File: config.mk
export PLATFORM = sky130hd
export DESIGN_NAME = spp_queue
export DESIGN_NICKNAME = d
export VERILOG_FILES = /design/src/spp_pkg.sv /design/src/spp_queue.sv
export SDC_FILE = /design/constraint.sdc
export NUM_CORES = 1
export LEC_CHECK = 0
export BUFFER_PORTS_ARGS = -buffer_cell sky130_fd_sc_hd__buf_2
export CORE_MARGIN = 2
export CORE_UTILIZATION = 54
export CTS_CLUSTER_SIZE = 12
export DETAILED_ROUTE_END_ITERATION = 7
export GPL_TIMING_DRIVEN = 0
export PLACE_DENSITY = 0.82
export SLEW_MARGIN = 20
export SYNTH_ARGS = -nofsm -noshare
export SYNTH_HDL_FRONTEND = slang
export SYNTH_SLANG_ARGS = --single-unit
export TNS_END_PERCENT = 20
File: constraint.sdc
create_clock -name clk -period 4.9 [get_ports clk]
set_clock_uncertainty 0.1 [all_clocks]
set_input_delay 0.735 -clock clk [delete_from_list [all_inputs] [get_ports clk]]
set_output_delay 0.735 -clock clk [all_outputs]
set_load 0.02 [all_outputs]
File: src/spp_pkg.sv
// ----------------------------------------------------------------------------
// spp_pkg
// Types and constants shared by the shadowed pixel plotter modules.
// ----------------------------------------------------------------------------
package spp_pkg;

    // Pixel operation codes.
    localparam logic [1:0] FUNC_CLEAR  = 2'd0;
    localparam logic [1:0] FUNC_SET    = 2'd1;
    localparam logic [1:0] FUNC_TOGGLE = 2'd2;
    localparam logic [1:0] FUNC_KEEP   = 2'd3;

    // Controller command bytes.
    localparam logic [7:0] CMD_EXTENDED = 8'h34;
    localparam logic [7:0] CMD_GFX_ON   = 8'h36;
    localparam logic [7:0] CMD_BASIC    = 8'h30;

    // Position of each byte in the seven-byte sequence.
    localparam logic [2:0] BYTE_EXT     = 3'd0;
    localparam logic [2:0] BYTE_ROW     = 3'd1;
    localparam logic [2:0] BYTE_COL     = 3'd2;
    localparam logic [2:0] BYTE_DATA_HI = 3'd3;
    localparam logic [2:0] BYTE_DATA_LO = 3'd4;
    localparam logic [2:0] BYTE_GFX_ON  = 3'd5;
    localparam logic [2:0] BYTE_BASIC   = 3'd6;

    // Shadow memory geometry: 32 rows of 16 word columns.
    localparam int SHADOW_AW    = 9;
    localparam int SHADOW_DEPTH = 512;

    // Job queue between front and back.
    localparam int QUEUE_DEPTH = 2;
    localparam int QUEUE_AW    = 1;

    typedef struct packed {
        logic [6:0] x_pos;
        logic [5:0] y_pos;
        logic [1:0] func;
    } pixel_in_t;

    typedef struct packed {
        logic       is_data;
        logic [7:0] byte_value;
        logic       last;
    } pixel_out_t;

    // A classified item: the shadow word address and the bit to change.
    typedef struct packed {
        logic [4:0] row;
        logic [3:0] col;
        logic [3:0] bit_sel;
        logic [1:0] func;
    } job_t;

    typedef enum logic [1:0] {
        S_CLEAR,
        S_IDLE,
        S_READ,
        S_EMIT
    } back_state_t;

endpackage

File: src/spp_queue.sv
// ----------------------------------------------------------------------------
// spp_queue
// Short first-in first-out queue of classified jobs between front and back.
// ----------------------------------------------------------------------------
module spp_queue (
    input  logic          clk,
    input  logic          rst_n,
    input  logic          wr_en,
    input  spp_pkg::job_t wr_job,
    input  logic          rd_en,
    output spp_pkg::job_t rd_job,
    output logic          q_full,
    output logic          q_empty
);
    import spp_pkg::*;

    job_t                entry_reg [QUEUE_DEPTH];
    logic [QUEUE_AW-1:0] wr_ptr_reg;
    logic [QUEUE_AW-1:0] wr_ptr_next;
    logic [QUEUE_AW-1:0] rd_ptr_reg;
    logic [QUEUE_AW-1:0] rd_ptr_next;
    logic [QUEUE_AW:0]   count_reg;
    logic [QUEUE_AW:0]   count_next;
    logic                do_wr;
    logic                do_rd;

    assign q_full  = (count_reg == (QUEUE_AW+1)'(QUEUE_DEPTH));
    assign q_empty = (count_reg == '0);
    assign rd_job  = entry_reg[rd_ptr_reg];
    assign do_wr   = wr_en & ~q_full;
    assign do_rd   = rd_en & ~q_empty;

    always_comb
    begin
        wr_ptr_next = wr_ptr_reg;
        rd_ptr_next = rd_ptr_reg;
        count_next  = count_reg;
        if (do_wr)
        begin
            wr_ptr_next = (wr_ptr_reg == QUEUE_AW'(QUEUE_DEPTH - 1)) ? '0
                                                                      : wr_ptr_reg + 1'b1;
        end
        if (do_rd)
        begin
            rd_ptr_next = (rd_ptr_reg == QUEUE_AW'(QUEUE_DEPTH - 1)) ? '0
                                                                      : rd_ptr_reg + 1'b1;
        end
        if (do_wr && !do_rd)
        begin
            count_next = count_reg + 1'b1;
        end
        else if (do_rd && !do_wr)
        begin
            count_next = count_reg - 1'b1;
        end
    end

    always_ff @(posedge clk or negedge rst_n)
    begin
        if (!rst_n)
        begin
            wr_ptr_reg <= '0;
            rd_ptr_reg <= '0;
            count_reg  <= '0;
        end
        else
        begin
            wr_ptr_reg <= wr_ptr_next;
            rd_ptr_reg <= rd_ptr_next;
            count_reg  <= count_next;
        end
    end

    always_ff @(posedge clk)
    begin
        if (do_wr)
        begin
            entry_reg[wr_ptr_reg] <= wr_job;
        end
    end

endmodule

### After elaboration in Yosys (flattened, before gate mapping)

Memories as Yosys holds them, arrays and structs flattened.
Index checks and enable logic that the tools add are counted.

| word-level totals | value |
|---|---|
| output and inout bits | 17 |
| bits in writable memories | 30 |
| memories | 1 |
| bits in registers | 4 |
| input port bits | 19 |
| logic and storage cells | 25 |

Memories:

| memory | words | bits a word | rd ports | clocked after Yosys merged registers in | write ports | line | RTL |
|---|---|---|---|---|---|---|---|
| entry_reg | 2 | 15 | 1 | 0 | 1 | spp_queue.sv:17 | `job_t entry_reg [QUEUE_DEPTH];` |

| operators by class | value |
|---|---|
| reduce and logical (&&, ||, !) cells | 6 |
| muxes and demuxes | 6 |
| bitwise gates (word level) | 4 |
| equality and inequality tests | 1 |
| add/sub/neg operators | 4 |

Operators by type and width:

| kind | count |
|---|---|
| 1-bit two-way mux | 4 |
| 2-bit two-way mux | 2 |
| 1-bit adder (second input constant) | 2 |
| 2-bit by 1-bit adder with 2-bit output (second input constant) | 1 |
| 1-bit AND | 2 |
| 2-bit == test (second input constant) | 1 |
| 1-bit logical AND | 2 |
| 1-bit logical NOT | 2 |
| 2-bit logical NOT | 1 |
| 1-bit NOT | 2 |
| 2-bit nonzero test | 1 |
| 2-bit by 1-bit subtractor with 2-bit output (second input constant) | 1 |

### Depth between registers and ports, before layout

| logic depth | value |
|---|---|
| depth after elaboration | 7 |
| depth in mapped cells | 7 |

### Worst setup path after synthesis

OpenSTA, ideal clock, no wires.

| path | value |
|---|---|
| path type | input -> register |
| start point | in wr_en |
| end point | mem entry_reg[0][0] (netlist bit), enable pin |
| data arrival time | 1476 ps |
| required time | 4414 ps |
| stages | 2 |
| setup slack | 2937 ps |
| cell sequence | nand2_1 -> nor2_1 |

| between the ends | value |
|---|---|
| longest elaborated chain between the ends | 3 |

Ends and longest elaborated chain:

| element | line | RTL |
|---|---|---|
| start, declared | spp_queue.sv:8 | `input logic wr_en,` |
| 1-bit AND | spp_queue.sv:30 | `assign do_wr = wr_en & ~q_full;` |
| 1-bit two-way mux | spp_queue.sv:76 | `if (do_wr)` |
| 1-bit two-way mux (implied by the code) | spp_queue.sv:78 | `entry_reg[wr_ptr_reg] <= wr_job;` |
| end, declared | spp_queue.sv:17 |  |

Every way passes these cells.

==> metrics.yaml <==
status:
  status: "completed"
global_routing:
  grt_pass1_vias: 618
  grt_overflow: 0
  grt_pass1_wl_um: 2700
  grt_use_total: 0.149
  grt_max_degree: 16
  antenna_found_initial: 0
worst_hold_path:
  hold_class: "in -> async"
detailed_routing:
  drcViolationCount: 0
  routed_wl_um: 1760
  antenna_left: 0
  wl_per_cell_um: 12.8
  drtPass1Iterations: 3
  drt_iter0_markers: 14
  vias: 662
  vias_per_cell: 4.83
synthesis:
  syn_area_mm2: 0.00133
  synth_cell_types: 15
  synth_top_area_share: 0.677
  ys_seq_area_frac: 0.752
  yosys.area.top_type: "edfxtp_1"
  synth_fp_nets: 86
  syn_avg_cell_area_um2: 20.2
  syn_inst: 66
  synth_area_leaders: "edfxtp_1 (68%), mux2_4 (10%), dfrtp_1 (7.5%)"
  ys_seq_elements: 34
  ys_warn_count: 0
finish:
  diodes: 0
  most-common-layout-cells: "buf_2 (35), edfxtp_1 (30), mux2_4 (9), mux2_2 (6), clkbuf_4 (5)"
  stdcell_count: 137
  largest_reg_flops: 30
  layout_commonest_cell: "buf_2"
  fill_cells: 154
  drive_gt1_frac: 0.550
  finalNetCount: 128
  syn_to_final_growth_pct: 20.5
setup_path:
  crit_path_cell_trace: "buf_6 -> buf_12 -> mux2_4 -> buf_2"
  critPathMaxFanout: 10
  critPathKind: "reg -> out"
  reg2regPathDepth: 3
  reg2reg_slack_ps: 3100
  crit_slowest_cell: "dfrtp_1"
  max_stage_delay_ps: 380
  critPathCaptureType: "output pin"
  worstReg2RegStart: "count_reg[0]"
  critPathArrivalTime_ps: 1430
  crit_family: "buffers and inverters"
  rr_endpoint: "entry_reg[0][13]"
  cp_num_buf_inv: 3
  worst_ep_required_time_ps: 4070
  startpoint_type: "flop"
clock_tree:
  cts.sinks: 34
  cts_tree: "yes"
  cts_max_path_buffers: 2
  clkSlewWorstSetupHoldPaths_ps: 90
  clock-root-buffer: "clkbuf_4"
  worstSkewPairLatency_ps: 320
  ctsHoldBuffers: 0
  numCtsBuffers: 5
  cts_setup_buffers: 0
  cts_max_level: 2
  cts-resized-gates: 0
floorplan:
  fp-row-count: 17
  start_util: 0.585
  core_mm2: 0.00228
  ioPinCount: 36
  die_h_um: 53.7
  die_w_um: 53.7
  die_area_mm2: 0.00288
sta:
  post-route-period-util: 0.463
  finalSetupViolCount: 0
  period_needed_ps: 2270
  final_hold_viol_count: 0
  fmax_ghz: 0.441
  rsz0062_at_grt: "false"
  worst_pin_slew_ps: 757
  relSlewSlack: 0.495
  tns_ps: 0
  maxSlewViolCount: 0
placed_design:
  place_inst: 129
  gp_congestion: 0.612
  io_buffers: 35
  place_hpwl_um: 1280
pwr:
  power_density_mw_per_mm2: 603
  p_leak_uw: 0.000669
  irDropWorstVdd_mv: 0.457
  total_power_uw: 968
run:
  cap_violations: 0
## metal layers
metal / part of all wire / track usage / vias up
met2: 0.55 / 0.237 / 18
met3: 0.045 / 0.0417 / 4
met5: 0 / 0 / -
li1: - / - / 331
met4: 0.021 / 0.128 / 0
met1: 0.38 / 0.164 / 309
## worst max path at each step
stage | endpoint | depth (start not counted) | start
after floorplan | entry_reg[0][0] | 2 | wr_en
after global placement | entry_reg[0][6] | 3 | wr_en
after detailed placement | entry_reg[0][5] | 3 | wr_en
after CTS | rd_job[4] | 4 | rd_ptr_reg
after global routing | rd_job[2] | 4 | rd_ptr_reg
final | rd_job[4] | 4 | rd_ptr_reg
## power by group
group          internal, uW  total, uW  switching, uW
combinational           181        388            207
sequential              401        431           29.6
clock                  69.5        149           79.5
total                   652        968            316
## cell families (layout without fill, tap and decap cells)
family	count (synthesis)	in the layout	share of synthesized area
fa+ha+maj	1	1	0.00940
compound gates	1	1	0.00376
simple gates	6	6	0.0207
mux	15	15	0.152
buf+inv	4	47	0.0291
flops	34	34	0.752
xor+xnor	5	5	0.0329
## layout make-up
cell class | instances | area [um2] | area share
clock inverter | 1 | 5.00 | 0.00312
clock buffer | 7 | 55.1 | 0.0343
timing repair buffer | 35 | 175 | 0.109
tap | 28 | 35.0 | 0.0218
multi-input combinational | 28 | 294 | 0.183
inverter | 2 | 7.51 | 0.00468
sequential | 34 | 1000 | 0.624
buffer | 2 | 31.3 | 0.0195
## per-stage QoR
step / setup slack (ps) / instance area [um2] / util / hold WS (ps)
2_1_floorplan: 2940 / 1330 / - / 339
3_3_place_gp: 2540 / 1540 / 0.677 / 374
3_5_place_dp: 2900 / 1540 / 0.678 / 415
4_1_cts: 2610 / 1600 / 0.705 / 87.8
5_1_grt: 2570 / 1600 / 0.705 / 87.2
6_report: 2630 / 1600 / 0.705 / 105
## cells in the mapped netlist
master / number
nand2b_1: 1
and3_1: 1
dfrtp_1: 4
o21ai_1: 1
nand2_1: 1
mux2_2: 6
xnor2_1: 3
ha_1: 1
mux2_4: 9
buf_12: 1
xor2_1: 2
inv_1: 2
edfxtp_1: 30
buf_6: 1
nor2_1: 3
Power figures use the tool's default switching activity.
